[src/design/lsfe_pkg.sv]
`timescale 1ns / 1ps
// ----------------------------------------------------------------------------
// LED strip frame encoder package
// Shared types, register codes and byte helper functions.
// ----------------------------------------------------------------------------
package lsfe_pkg;

    // Configuration register indexes.
    localparam logic [1:0] CFG_DRIVER = 2'd0;
    localparam logic [1:0] CFG_ORDER  = 2'd1;
    localparam logic [1:0] CFG_BRIGHT = 2'd2;

    // Driver codes.
    localparam logic [1:0] DRV_NONE = 2'd0;
    localparam logic [1:0] DRV_WS   = 2'd1;
    localparam logic [1:0] DRV_SK   = 2'd2;

    // Color order codes; the unused code falls back to the grey average.
    localparam logic [2:0] CO_GREY = 3'd0;
    localparam logic [2:0] CO_RGB  = 3'd1;
    localparam logic [2:0] CO_RBG  = 3'd2;
    localparam logic [2:0] CO_GRB  = 3'd3;
    localparam logic [2:0] CO_GBR  = 3'd4;
    localparam logic [2:0] CO_BRG  = 3'd5;
    localparam logic [2:0] CO_BGR  = 3'd6;

    // Raw brightness register codes.
    localparam logic [2:0] LVL_UNKNOWN = 3'd0;
    localparam logic [2:0] LVL_LOW     = 3'd1;
    localparam logic [2:0] LVL_MED     = 3'd2;
    localparam logic [2:0] LVL_HIGH    = 3'd3;
    localparam logic [2:0] LVL_FULL    = 3'd4;

    // Reciprocal of three in 11 fractional bits; exact for sums up to 765.
    localparam logic [19:0] GREY_RECIP = 20'd683;

    // Frame constants.
    localparam logic [7:0] HDR_MARK   = 8'hE0;
    localparam int         START_LEN  = 4;
    localparam int         RESET_LEN  = 4;
    localparam int         QUEUE_DEPTH = 2;

    // Normalized brightness carried with each queued pixel.
    typedef enum logic [1:0] {
        BR_LOW,
        BR_MED,
        BR_HIGH,
        BR_FULL
    } bright_t;

    // Back end sequencer states.
    typedef enum logic [2:0] {
        ST_IDLE,
        ST_START,
        ST_HDR,
        ST_COLOR,
        ST_TAIL
    } back_state_t;

    // Configuration register file contents.
    typedef struct packed {
        logic [1:0] driver;
        logic [2:0] order;
        logic [2:0] bright;
    } cfg_t;

    // One classified pixel waiting for the back end.
    typedef struct packed {
        logic [7:0] c0;
        logic [7:0] c1;
        logic [7:0] c2;
        logic       ws;
        bright_t    br;
        logic       first;
        logic       last;
    } cmd_t;

    // Queue status seen by the back end.
    typedef struct packed {
        logic empty;
        logic full;
    } q_status_t;

    // Three-byte mode scaling; nonzero values never drop below one.
    function automatic logic [7:0] ws_scale(input logic [7:0] v, input bright_t br);
        logic [7:0]  k;
        logic [7:0]  thr;
        logic [15:0] prod;
        logic [7:0]  res;
        unique case (br)
            BR_HIGH: begin k = 8'd200; thr = 8'd1; end
            BR_MED:  begin k = 8'd100; thr = 8'd2; end
            default: begin k = 8'd50;  thr = 8'd5; end
        endcase
        prod = 16'(v) * 16'(k);
        if (br == BR_FULL) begin
            res = v;
        end
        else if (v == 8'd0) begin
            res = 8'd0;
        end
        else if (v <= thr) begin
            res = 8'd1;
        end
        else begin
            res = prod[15:8];
        end
        return res;
    endfunction

    // Four-byte mode header byte.
    function automatic logic [7:0] sk_header(input bright_t br);
        logic [4:0] lvl;
        unique case (br)
            BR_FULL: lvl = 5'd31;
            BR_HIGH: lvl = 5'd20;
            BR_MED:  lvl = 5'd10;
            default: lvl = 5'd5;
        endcase
        return HDR_MARK | {3'b000, lvl};
    endfunction

endpackage

[src/design/lsfe_front.sv]
`timescale 1ns / 1ps
// ----------------------------------------------------------------------------
// LED strip frame encoder front end
// Accepts pixels, applies the color order, tracks the strip position and
// pushes one command per pixel into the queue while a driver is set.
// ----------------------------------------------------------------------------
module lsfe_front #(
    parameter int LED_COUNT = 16
) (
    input  logic             clk,
    input  logic             rst_n,
    input  lsfe_pkg::cfg_t   cfg,
    input  logic             in_valid,
    output logic             in_stall,
    input  logic [7:0]       red,
    input  logic [7:0]       green,
    input  logic [7:0]       blue,
    input  logic             q_full,
    output logic             push,
    output lsfe_pkg::cmd_t   push_cmd
);
    import lsfe_pkg::*;

    localparam logic [8:0] LAST_POS = 9'(LED_COUNT - 1);

    logic [7:0]  pos_reg;
    logic [7:0]  pos_next;
    logic        accept;
    logic        drop;
    logic        is_last;
    logic [9:0]  sum;
    logic [19:0] grey_prod;
    logic [7:0]  grey;
    bright_t     br;

    // Input transfer; pixels for no driver are taken and discarded.
    assign in_stall = q_full;
    assign accept   = in_valid && !in_stall;
    assign drop     = (cfg.driver != DRV_WS) && (cfg.driver != DRV_SK);
    assign push     = accept && !drop;

    // Grey average through the reciprocal of three.
    assign sum       = 10'(red) + 10'(green) + 10'(blue);
    assign grey_prod = 20'(sum) * GREY_RECIP;
    assign grey      = grey_prod[18:11];

    assign is_last = {1'b0, pos_reg} >= LAST_POS;

    // Brightness normalization: unknown and unused codes act as low.
    always_comb
    begin
        unique case (cfg.bright)
            LVL_FULL: br = BR_FULL;
            LVL_HIGH: br = BR_HIGH;
            LVL_MED:  br = BR_MED;
            default:  br = BR_LOW;
        endcase
    end

    // Command assembly with the configured color order.
    always_comb
    begin
        push_cmd.ws    = (cfg.driver == DRV_WS);
        push_cmd.br    = br;
        push_cmd.first = (pos_reg == 8'd0);
        push_cmd.last  = is_last;
        unique case (cfg.order)
            CO_RGB:  begin push_cmd.c0 = red;   push_cmd.c1 = green; push_cmd.c2 = blue;  end
            CO_RBG:  begin push_cmd.c0 = red;   push_cmd.c1 = blue;  push_cmd.c2 = green; end
            CO_GRB:  begin push_cmd.c0 = green; push_cmd.c1 = red;   push_cmd.c2 = blue;  end
            CO_GBR:  begin push_cmd.c0 = green; push_cmd.c1 = blue;  push_cmd.c2 = red;   end
            CO_BRG:  begin push_cmd.c0 = blue;  push_cmd.c1 = red;   push_cmd.c2 = green; end
            CO_BGR:  begin push_cmd.c0 = blue;  push_cmd.c1 = green; push_cmd.c2 = red;   end
            default: begin push_cmd.c0 = grey;  push_cmd.c1 = grey;  push_cmd.c2 = grey;  end
        endcase
    end

    // Strip position advances on every pixel that is sent on.
    always_comb
    begin
        pos_next = pos_reg;
        if (push) begin
            pos_next = is_last ? 8'd0 : pos_reg + 8'd1;
        end
    end

    always_ff @(posedge clk or negedge rst_n)
    begin
        if (!rst_n) begin
            pos_reg <= 8'd0;
        end
        else begin
            pos_reg <= pos_next;
        end
    end

    // The position never runs past the last LED.
    a_pos_range: assert property (@(posedge clk) disable iff (!rst_n)
        {1'b0, pos_reg} <= LAST_POS)
        else $error("strip position beyond last LED");

    // A dropped pixel leaves the position alone.
    a_drop_hold: assert property (@(posedge clk) disable iff (!rst_n)
        (accept && drop) |=> $stable(pos_reg))
        else $error("dropped pixel moved the position");

    // The last pixel wraps the position to zero.
    a_wrap: assert property (@(posedge clk) disable iff (!rst_n)
        (push && is_last) |=> (pos_reg == 8'd0))
        else $error("position did not wrap after last pixel");

endmodule

[src/design/lsfe_queue.sv]
`timescale 1ns / 1ps
// ----------------------------------------------------------------------------
// LED strip frame encoder command queue
// Short register queue between the front end and the back end.
// ----------------------------------------------------------------------------
module lsfe_queue (
    input  logic                clk,
    input  logic                rst_n,
    input  logic                push,
    input  lsfe_pkg::cmd_t      push_cmd,
    input  logic                pop,
    output lsfe_pkg::cmd_t      head,
    output lsfe_pkg::q_status_t status
);
    import lsfe_pkg::*;

    localparam int PTR_W = $clog2(QUEUE_DEPTH);
    localparam int CNT_W = $clog2(QUEUE_DEPTH + 1);

    cmd_t             entry_reg [QUEUE_DEPTH];
    logic [PTR_W-1:0] wr_ptr_reg;
    logic [PTR_W-1:0] wr_ptr_next;
    logic [PTR_W-1:0] rd_ptr_reg;
    logic [PTR_W-1:0] rd_ptr_next;
    logic [CNT_W-1:0] count_reg;
    logic [CNT_W-1:0] count_next;

    assign status.empty = (count_reg == CNT_W'(0));
    assign status.full  = (count_reg == CNT_W'(QUEUE_DEPTH));
    assign head         = entry_reg[rd_ptr_reg];

    // Pointer and fill count update.
    always_comb
    begin
        wr_ptr_next = wr_ptr_reg;
        rd_ptr_next = rd_ptr_reg;
        count_next  = count_reg;
        if (push) begin
            wr_ptr_next = (wr_ptr_reg == PTR_W'(QUEUE_DEPTH - 1)) ? '0 : wr_ptr_reg + PTR_W'(1);
        end
        if (pop) begin
            rd_ptr_next = (rd_ptr_reg == PTR_W'(QUEUE_DEPTH - 1)) ? '0 : rd_ptr_reg + PTR_W'(1);
        end
        if (push && !pop) begin
            count_next = count_reg + CNT_W'(1);
        end
        else if (pop && !push) begin
            count_next = count_reg - CNT_W'(1);
        end
    end

    always_ff @(posedge clk or negedge rst_n)
    begin
        if (!rst_n) begin
            wr_ptr_reg <= '0;
            rd_ptr_reg <= '0;
            count_reg  <= '0;
        end
        else begin
            wr_ptr_reg <= wr_ptr_next;
            rd_ptr_reg <= rd_ptr_next;
            count_reg  <= count_next;
        end
    end

    // Entry storage.
    always_ff @(posedge clk)
    begin
        if (push) begin
            entry_reg[wr_ptr_reg] <= push_cmd;
        end
    end

    a_no_overflow: assert property (@(posedge clk) disable iff (!rst_n)
        status.full |-> !push)
        else $error("push into full queue");

    a_no_underflow: assert property (@(posedge clk) disable iff (!rst_n)
        status.empty |-> !pop)
        else $error("pop from empty queue");

    a_count_range: assert property (@(posedge clk) disable iff (!rst_n)
        count_reg <= CNT_W'(QUEUE_DEPTH))
        else $error("queue count out of range");

endmodule

[src/design/lsfe_back.sv]
`timescale 1ns / 1ps
// ----------------------------------------------------------------------------
// LED strip frame encoder back end
// Expands queued pixels into the strip byte stream, one byte per cycle
// while the output is not stalled, through an output register.
// ----------------------------------------------------------------------------
module lsfe_back #(
    parameter int LED_COUNT = 16
) (
    input  logic                clk,
    input  logic                rst_n,
    input  lsfe_pkg::cmd_t      head,
    input  lsfe_pkg::q_status_t q_status,
    output logic                pop,
    output logic                out_valid,
    input  logic                out_stall,
    output logic [7:0]          out_byte,
    output logic                run_last,
    output logic                frame_end
);
    import lsfe_pkg::*;

    localparam int TAIL_LEN = RESET_LEN + LED_COUNT / 16 + 1;
    localparam int CNT_W    = $clog2(TAIL_LEN);

    back_state_t      state_reg;
    back_state_t      state_next;
    logic [CNT_W-1:0] cnt_reg;
    logic [CNT_W-1:0] cnt_next;
    cmd_t             cmd_reg;
    cmd_t             cmd_next;
    logic             valid_reg;
    logic             valid_next;
    logic [7:0]       byte_reg;
    logic             run_last_reg;
    logic             frame_end_reg;
    logic             out_free;
    logic             emit;
    logic             is_final;
    logic [7:0]       color;
    logic [7:0]       byte_val;
    back_state_t      load_state;

    assign out_valid = valid_reg;
    assign out_byte  = byte_reg;
    assign run_last  = run_last_reg;
    assign frame_end = frame_end_reg;

    assign out_free = !valid_reg || !out_stall;
    assign emit     = (state_reg != ST_IDLE) && out_free;

    // Color byte for the current slot.
    always_comb
    begin
        unique case (cnt_reg[1:0])
            2'd0:    color = cmd_reg.c0;
            2'd1:    color = cmd_reg.c1;
            default: color = cmd_reg.c2;
        endcase
    end

    // Byte value and end-of-pixel flag for the current state.
    always_comb
    begin
        unique case (state_reg)
            ST_HDR:   byte_val = sk_header(cmd_reg.br);
            ST_COLOR: byte_val = cmd_reg.ws ? ws_scale(color, cmd_reg.br) : color;
            default:  byte_val = 8'd0;
        endcase
        if (!cmd_reg.ws && cmd_reg.last) begin
            is_final = (state_reg == ST_TAIL) && (cnt_reg == CNT_W'(TAIL_LEN - 1));
        end
        else begin
            is_final = (state_reg == ST_COLOR) && (cnt_reg == CNT_W'(2));
        end
    end

    // First state for the pixel at the head of the queue.
    always_comb
    begin
        if (head.ws) begin
            load_state = ST_COLOR;
        end
        else if (head.first) begin
            load_state = ST_START;
        end
        else begin
            load_state = ST_HDR;
        end
    end

    // Sequencer: next state and queue pop.
    always_comb
    begin
        state_next = state_reg;
        cnt_next   = cnt_reg;
        cmd_next   = cmd_reg;
        pop        = !q_status.empty && ((state_reg == ST_IDLE) || (emit && is_final));
        if (pop) begin
            state_next = load_state;
            cnt_next   = '0;
            cmd_next   = head;
        end
        else if (emit && is_final) begin
            state_next = ST_IDLE;
            cnt_next   = '0;
        end
        else if (emit) begin
            unique case (state_reg)
                ST_START:
                begin
                    if (cnt_reg == CNT_W'(START_LEN - 1)) begin
                        state_next = ST_HDR;
                        cnt_next   = '0;
                    end
                    else begin
                        cnt_next = cnt_reg + CNT_W'(1);
                    end
                end
                ST_HDR:
                begin
                    state_next = ST_COLOR;
                    cnt_next   = '0;
                end
                ST_COLOR:
                begin
                    if (cnt_reg == CNT_W'(2)) begin
                        state_next = ST_TAIL;
                        cnt_next   = '0;
                    end
                    else begin
                        cnt_next = cnt_reg + CNT_W'(1);
                    end
                end
                ST_TAIL:
                begin
                    cnt_next = cnt_reg + CNT_W'(1);
                end
                default:
                begin
                    state_next = ST_IDLE;
                end
            endcase
        end
    end

    // Output register holds a byte until its transfer.
    assign valid_next = out_free ? emit : valid_reg;

    always_ff @(posedge clk or negedge rst_n)
    begin
        if (!rst_n) begin
            state_reg <= ST_IDLE;
            cnt_reg   <= '0;
            valid_reg <= 1'b0;
        end
        else begin
            state_reg <= state_next;
            cnt_reg   <= cnt_next;
            valid_reg <= valid_next;
        end
    end

    // Payload registers.
    always_ff @(posedge clk)
    begin
        cmd_reg <= cmd_next;
        if (emit) begin
            byte_reg      <= byte_val;
            run_last_reg  <= is_final;
            frame_end_reg <= is_final && cmd_reg.last;
        end
    end

    a_end_on_last: assert property (@(posedge clk) disable iff (!rst_n)
        (valid_reg && frame_end_reg) |-> run_last_reg)
        else $error("frame end without end of pixel");

    a_no_idle_wait: assert property (@(posedge clk) disable iff (!rst_n)
        (state_reg == ST_IDLE && !q_status.empty) |=> (state_reg != ST_IDLE))
        else $error("back end idle with queued pixel");

    a_color_slot: assert property (@(posedge clk) disable iff (!rst_n)
        (state_reg == ST_COLOR) |-> (cnt_reg <= CNT_W'(2)))
        else $error("color slot out of range");

    a_ws_no_tail: assert property (@(posedge clk) disable iff (!rst_n)
        (state_reg == ST_START || state_reg == ST_HDR || state_reg == ST_TAIL)
        |-> !cmd_reg.ws)
        else $error("frame bytes in three-byte mode");

endmodule

[src/design/led_strip_frame_encoder_core.sv]
`timescale 1ns / 1ps
// ----------------------------------------------------------------------------
// LED strip frame encoder core
// Turns RGB pixels into the byte stream of a three-byte or four-byte LED
// strip, with color ordering, brightness and start and end frames.
// ----------------------------------------------------------------------------
//
//   Port group   Direction  Handshake          Payload
//   pixel in     input      in_valid/in_stall  red, green, blue
//   byte out     output     out_valid/out_stall out_byte, run_last, frame_end
//   config       input      cfg_valid/cfg_ready cfg_index, cfg_data
//
// The back end sends one byte per cycle unless the output stalls: 3 bytes
// per pixel in three-byte mode and 4 in four-byte mode, which adds a 4-byte
// start frame on the first pixel and a 4 + LED_COUNT/16 + 1 byte end frame
// on the last. The output register and a two-entry command queue let pixels
// enter while earlier bytes still drain; a pixel reaching an idle back end
// passes the queue entry, command register and byte register before its
// first byte shows. Reset clears the control registers and the strip
// position. An output stall holds the byte register and, once the queue fills, stalls the input.
//
module led_strip_frame_encoder_core #(
    parameter int LED_COUNT = 16
) (
    input  logic       clk,
    input  logic       rst_n,
    input  logic       in_valid,
    output logic       in_stall,
    input  logic [7:0] red,
    input  logic [7:0] green,
    input  logic [7:0] blue,
    output logic       out_valid,
    input  logic       out_stall,
    output logic [7:0] out_byte,
    output logic       run_last,
    output logic       frame_end,
    input  logic       cfg_valid,
    output logic       cfg_ready,
    input  logic [1:0] cfg_index,
    input  logic [2:0] cfg_data
);
    import lsfe_pkg::*;

    cfg_t      cfg_reg;
    cfg_t      cfg_next;
    logic      push;
    cmd_t      push_cmd;
    logic      pop;
    cmd_t      head;
    q_status_t q_status;

    // Configuration registers; writes are always taken.
    assign cfg_ready = 1'b1;

    always_comb
    begin
        cfg_next = cfg_reg;
        if (cfg_valid && cfg_ready) begin
            unique case (cfg_index)
                CFG_DRIVER: cfg_next.driver = cfg_data[1:0];
                CFG_ORDER:  cfg_next.order  = cfg_data;
                CFG_BRIGHT: cfg_next.bright = cfg_data;
                default:    cfg_next = cfg_reg;
            endcase
        end
    end

    always_ff @(posedge clk or negedge rst_n)
    begin
        if (!rst_n) begin
            cfg_reg <= '{driver: DRV_NONE, order: CO_GREY, bright: LVL_UNKNOWN};
        end
        else begin
            cfg_reg <= cfg_next;
        end
    end

    lsfe_front #(
        .LED_COUNT (LED_COUNT)
    ) u_front (
        .clk      (clk),
        .rst_n    (rst_n),
        .cfg      (cfg_reg),
        .in_valid (in_valid),
        .in_stall (in_stall),
        .red      (red),
        .green    (green),
        .blue     (blue),
        .q_full   (q_status.full),
        .push     (push),
        .push_cmd (push_cmd)
    );

    lsfe_queue u_queue (
        .clk      (clk),
        .rst_n    (rst_n),
        .push     (push),
        .push_cmd (push_cmd),
        .pop      (pop),
        .head     (head),
        .status   (q_status)
    );

    lsfe_back #(
        .LED_COUNT (LED_COUNT)
    ) u_back (
        .clk       (clk),
        .rst_n     (rst_n),
        .head      (head),
        .q_status  (q_status),
        .pop       (pop),
        .out_valid (out_valid),
        .out_stall (out_stall),
        .out_byte  (out_byte),
        .run_last  (run_last),
        .frame_end (frame_end)
    );

endmodule
[config.mk]
export PLATFORM = sky130hd
export DESIGN_NAME = led_strip_frame_encoder_core
export DESIGN_NICKNAME = d
export VERILOG_FILES = /design/src/design/lsfe_pkg.sv /design/src/design/lsfe_front.sv /design/src/design/lsfe_queue.sv /design/src/design/lsfe_back.sv /design/src/design/led_strip_frame_encoder_core.sv
export SDC_FILE = /design/constraint.sdc
export NUM_CORES = 1
export LEC_CHECK = 0
export ABC_AREA = 1
export BUFFER_PORTS_ARGS = -buffer_cell sky130_fd_sc_hd__buf_2
export CAP_MARGIN = 40
export CORE_MARGIN = 1.5
export CORE_UTILIZATION = 60
export CTS_BUF_LIST = sky130_fd_sc_hd__clkbuf_8
export DETAILED_ROUTE_END_ITERATION = 12
export PLACE_DENSITY = 0.78
export SETUP_SLACK_MARGIN = 0.5
export SLEW_MARGIN = 15
export SYNTH_ARGS = -nofsm -noshare
export SYNTH_HDL_FRONTEND = slang
export SYNTH_HIERARCHICAL = 1
export SYNTH_SLANG_ARGS = --single-unit
export TNS_END_PERCENT = 10
[constraint.sdc]
create_clock -name clk -period 14.1 [get_ports clk]
set_input_delay 2.82 -clock clk [delete_from_list [all_inputs] [get_ports clk]]
set_output_delay 2.82 -clock clk [all_outputs]
set_load 0.01 [all_outputs]
==> results.md, run 1 <==
- Final Cycle Share: 0.583
- DR vias: approximately 8000
- Status: completed
- Syn Inst Count: 1143
- Gp weighted congestion: 0.960
- Num CTS Buffers: 17
- Row cnt: 48
- Worst Tran Pin Value: roughly 0.66 ns
- Avg Cell Area, Syn: ~9.2 um2
- Root buf cell: clkbuf_8
- Worst hold path class: reg -> reg
- Later-pin clock latency in the skew report: 0.43 ns
- Commonest cells post-synth: 230 x nand2_1, 189 x inv_1, 118 x ha_1
- Async SR Flop Fraction: 0.220
- RSZ-0062 raised after global routing: no
- Post-Synth Adder-Cell Area: 0.248
- Area contributors post-synth: edfxtp_1 28%, ha_1 14%, fa_1 11%
- Distinct cell type count after synthesis: 57
- Max cap viols: 0
- Dominant cell by count in the synthesized netlist: nand2_1
- Via density: ~5.5
- Tot GR Track Use: 0.249
- WL final: 21600 um
- Final nets: 1408
- Share of the synthesized area in the top cell type: 0.276
- Fillers: 1350
- Worst Path Max Fanout: 5
- Sequential fraction of the synthesis area: 0.340
- Endpoints failing hold: 0
- Relative slew slack: 0.559
- Area Overhead vs Synth: 8.37%
- Core Region: approximately 0.017 mm2
- Clk slew on worst S/H paths: 0.09 ns
- Multi-input logic area: 0.00599 mm2
- Arrival time of the worst setup path: 8.38 ns
- Yosys Warn Count: 6
- CP most frequent cell: inv_1
- Die Height: between 100 and 150 um
- Crit-path slowest cell: fa_1
- Critical path type: in -> reg
- Net Count, Synth: 1351
- Post-Synthesis Cell Area: 0.0105 mm2
- # DRC: 0
- FF/Latch Area: 0.00356 mm2
- Detailed Place HPWL: 17800 um
- DP Cell Count: 1406
- Max reg flops: 58
- Main synth FF type: edfxtp_1
- Initial antenna violation count: 0
- Mux cell area share after synthesis: 0.0416
- Fin Clk Skew: approximately 0.017 ns
- Crit path time final: 8.21 ns
- Area leader, netlist: edfxtp_1
- FF+latch count, synth: 123
- Starting density of the core: 0.609
- Fmax: roughly 120 MHz
- IO Count: 47
- Hold WS: about 0.48 ns
- Die width: between 100 and 150 um
- EDFF count, synth: 96
- Longest Clk Path Bufs: 2
- Setup bufs post-CTS: 0
- Port Buffer Count: 45
- Xor/xnor share of the synthesized area: 0.0141
- Final non-filler cell total: 1438
- Fin area: 0.0113 mm2
- Die Area: about 0.018 mm2
- Final Max Slew Viols: 0
- CTS tree: built
- Initial DRC Count: 570
- Post-CTS Hold Buffers: 0
- Number of global-route vias before repair: roughly 7700
- Critical path capture point type: flip-flop
- Share of layout cells above drive strength 1: 0.153
- TNS Setup: 0 ns
- Setup crit start kind: primary input
- Placed instance area: 0.0109 mm2
- Wire length per cell: 15.0 um
- Htree depth: 4
- 1st-pass router iterations: 5
- Slowest cell delay on critical path: 0.55 ns
- Antenna cells: 0
- Compound-Gate Fraction of Synth Area: 0.0824
- Total gr overflow: 0
- Post-cts sizing count: 0
- First-pass GRT wire length: 35700 um
- Pin count of the biggest net entering global routing: 33
- Post-Synth Simple-Gate Area: 0.186
- Final setup fails: 0
- WP data required: 14.26 ns
- ANT nets after route: 0
- Largest family of logic cells by synthesized area: adder cells
- Clk sink count: 123
metrics by stage:
stage | util | setup WS, ns
5_1_grt | 0.660 | 5.58
3_3_place_gp | 0.635 | 5.60
4_1_cts | 0.660 | 5.91
6_report | 0.660 | 5.89
3_5_place_dp | 0.636 | 5.45
2_1_floorplan | - | 5.99
layout make-up:
cell class	instances	share of cell area
clock inverters	13	0.0132
flip-flops and latches	123	0.314
repair buffers	49	0.0243
clock buffers	19	0.0231
multi-input cells	792	0.528
inverters	217	0.0723
well taps	225	0.0248
path summary, 6_finish.rpt:
path	start	endpoint	slack (ns)	depth (start not counted)
hold / removal	u_front/pos_reg[7]	u_front/pos_reg[7]	0.48	2
hold reg to reg	u_front/pos_reg[7]	u_front/pos_reg[7]	0.48	2
setup reg to reg	u_back/cnt_reg[1]	u_back/out_byte[6]	8.44	22
min in group asynchronous	rst_n	u_front/pos_reg[6]	2.41	1
max in group asynchronous	rst_n	u_front/pos_reg[1]	11.28	1
setup / recovery	red[1]	u_queue/entry_reg[0][7]	5.89	31
worst max-delay path: cells and delay by family:
family	cells	cell delay [ns]
buf+inv	8	0.55
fa+ha+maj	8	3.30
xor+xnor	1	0.28
simple gates	14	1.43
logic make-up after synthesis:
family                   Yosys count
AND/OR/NAND/NOR                  435
buffers and inverters            228
adder cells (fa/ha/maj)          174
AO/OA/AOI/OAI                    140
flip-flops                       123
multiplexers                      29
XOR/XNOR                          13
other                              1
layer usage:
layer,global-route usage,part of all wire,vias up
met1,0.317,0.44,3680
met3,0.0409,0.044,36
met4,0.0717,0.019,0
met2,0.439,0.49,225
li1,-,-,3900
met5,0,0,-
layout by cell type (no fill, tap or decap), types with 3 or more instances in the layout:
cell type	count
a21o_1	3
a21oi_1	51
a221oi_1	12
a31oi_1	5
buf_2	45
buf_4	3
clkbuf_8	19
clkinv_1	4
dfrtp_1	27
edfxtp_1	96
fa_1	56
ha_1	118
inv_1	189
inv_2	23
inv_4	3
inv_6	5
mux2_4	29
nand2_1	230
nand2_2	14
nand3_1	41
nand3_2	8
nand3b_1	5
nand4_1	15
nor2_1	93
nor2_2	7
nor3_1	7
o21ai_0	27
o21ai_1	9
o21bai_1	5
o22ai_1	13
or2_2	3
xnor2_1	3
xor2_1	7
Power of run 1 is not shown: default switching activity piles up to over one toggle a cycle in this logic, so the estimate is an artifact.
==> run 2: changes to the inputs <==
CORE_UTILIZATION = 59   (was 60)
PLACE_DENSITY = 0.8   (was 0.78)
clock period = 6.9 ns   (was 14.1 ns; I/O delays follow)
==> run 2 against run 1 <==
Core utilization grew 2.5 points. Die area grew 1.7%. Critical endpoint is now u_queue/entry_reg[1][15]. Register-to-register slack lost 7.2 ns. Worst hold slack gained 0.014 ns. Worst setup slack lost 5.3 ns. Wire length grew 9.4%. First-iteration DRC count grew 13%. Via count grew 3.7%. Critical path depth is the same. Count of clock-buffer cells in the layout shrank 1. Global-route usage grew 1.1 points. Sequential share of layout area shrank 1.4 points.
==> results.md, run 2 (synthesis gave the netlist of run 1 again) <==
- RSZ-0062 raised after global routing: yes
- Endpoints failing hold: 0 (unchanged)
- Num CTS Buffers: 17 (unchanged)
- Fmax: approximately 160 MHz
- Fin Clk Skew: 0.0118 ns (-0.00509 ns)
- Delay-heaviest family, CP: adder cells
- Antenna cells: 0 (unchanged)
- Clk sink count: 123 (unchanged)
- FF-to-FF path depth: 21 (-4.5%)
- Initial DRC Count: 643 (+13%)
- Via density: 5.58 (+2.4%)
- Crit-path slowest cell: fa_1
- Met2 wire len: 11800 um (+10%)
- Die Height: 136 um (+0.83%)
- DR vias: 8133 (+3.7%)
- Share of layout cells above drive strength 1: 0.205 (+0.0520)
- WL met3: 1180 um (+24%)
- TNS Setup: 0 ns (unchanged)
- Arrival time of the worst setup path: 6.43 ns (-1.95 ns)
- Worst hold path class: reg -> reg
- Area Overhead vs Synth: 13.3%
- Clk slew on worst S/H paths: 0.07 ns (-0.02 ns)
- Later-pin clock latency in the skew report: 0.43 ns (about the same)
- Commonest cells after routing, fill and taps aside: 220 x nand2_1, 182 x inv_1, 105 x ha_1
- Root buf cell: clkbuf_8
- Most common library cell in the layout ignoring fill and taps: nand2_1
- Critical path type: in -> reg
- Final nets: 1427 (+1.3%)
- Worst Tran Pin Value: 0.874 ns (+0.214 ns)
- Final Max Slew Viols: 0 (unchanged)
- Fillers: 1298 (-3.9%)
- Uppermost routed layer: met4
- Pin count of the biggest net entering global routing: 33 (unchanged)
- Core Region: 0.0173 mm2 (+0.70%)
- Tot GR Track Use: 0.260 (+0.0112)
- Critical path capture point type: flip-flop
- Final Cycle Share: 0.909
- Max reg flops: 58 (unchanged)
- Max cap viols: 0 (unchanged)
- Initial antenna violation count: 0 (unchanged)
- 1st-pass router iterations: 5 (unchanged)
- Setup crit start kind: primary input
- Hold depth: 2 (unchanged)
- DP Cell Count: 1418 (+0.85%)
- Gp weighted congestion: 0.944 (-1.7%)
- Final non-filler cell total: 1457 (+1.3%)
- ANT nets after route: 0 (unchanged)
- First-pass GRT wire length: 37500 um (+5.1%)
- Slowest cell delay on critical path: 0.54 ns (about the same)
- CP Depth: 31 (unchanged)
- Buf+Inv Stages, Crit Path: 9 (+1)
- IO Count: 47 (unchanged)
- Hold WS: 0.489 ns (+0.0138 ns)
- Crit path time final: between 6 and 7 ns
- Longest Clk Path Bufs: 2 (unchanged)
- Status: completed
- Die Area: 0.0185 mm2 (+1.7%)
- WL met1: 9940 um (+3.8%)
- WP data required: 7.06 ns (-7.20 ns)
- Starting density of the core: 0.605 (-0.00423)
- WL final: 23700 um (+9.4%)
- Total gr overflow: 0 (unchanged)
- Worst Path Max Fanout: 4 (-1)
- Detailed Place HPWL: 18600 um (+4.3%)
- Final setup fails: 0 (unchanged)
- Htree depth: 4 (unchanged)
- Die width: 136 um (+0.83%)
- CTS tree: built
- Port Buffer Count: 45 (unchanged)
- Wire length per cell: 16.2 um (+8.0%)
- Number of global-route vias before repair: 8047 (+5.2%)
- # DRC: 0 (unchanged)
- Row cnt: 48 (unchanged)
- Relative slew slack: 0.416 (-0.143)
- CP most frequent cell: nand2_1
-- run 2: changes by cell type in the layout (fill, tap and decap cells not counted), moves of 4 or more --
cell,delta
buf_4,+17
ha_1,-13
ha_4,+13
nand2_1,-10
inv_2,+8
nand2_2,+8
inv_1,-7
a21oi_1,-5
a21oi_2,+4
buf_6,+4
-- run 2: worst paths after layout --
check                                       start                  endpoint  slack, ns
max in group asynchronous                   rst_n        u_queue/rd_ptr_reg       5.52
worst max-delay path                       red[1]  u_queue/entry_reg[1][15]       0.63
worst min-delay path                   cfg_reg[7]                cfg_reg[7]       0.49
worst min register to register         cfg_reg[7]                cfg_reg[7]       0.49
min in group asynchronous                   rst_n      u_queue/count_reg[0]       0.97
worst max register to register  u_back/cnt_reg[1]        u_back/out_byte[6]       1.20
-- run 2: area by class of cell --
cell class / count / area (um2) / area share
Clock buffer: 18 / 248 / 0.0209
Clock inverter: 14 / 180 / 0.0152
Inverter: 217 / 835 / 0.0704
Multi-Input combinational cell: 792 / 6310 / 0.532
Sequential cell: 123 / 3560 / 0.300
Tap cell: 225 / 282 / 0.0238
Timing Repair Buffer: 68 / 438 / 0.0370
-- run 2: worst min-delay path, cell delays in order, from the launching register on --
cell	delay (ns)
dfrtp_1	0.35
nand2_1	0.06
nand2_1	0.05
-- run 2: timing repair --
| item | CTS | global route |
|---|---|---|
| hold buffers | 0 | 0 |
| buffers inserted | 0 | 7 |
| pin swaps | 1 | 25 |
| setup endpoints to repair | 42 | 48 |
| gates resized for setup | 8 | 47 |
| cloned | 0 | 0 |
-- run 2: metrics by stage --
step / util / area [um2] / setup WS, ns
floorplan: - / 10500 / 0.496
global placement: 0.639 / 11100 / 0.0424
detailed placement: 0.641 / 11100 / -0.109
CTS: 0.668 / 11600 / 0.501
global route: 0.685 / 11800 / 0.422
finish: 0.685 / 11800 / 0.629
-- run 2: routing by layer --
layer / vias to the layer above / global-route usage
met1: 3835 / 0.327
met4: 0 / 0.0922
met5: - / 0
li1: 3928 / -
met2: 306 / 0.457
met3: 64 / 0.0395
Power of run 2 is left out for the same reason.
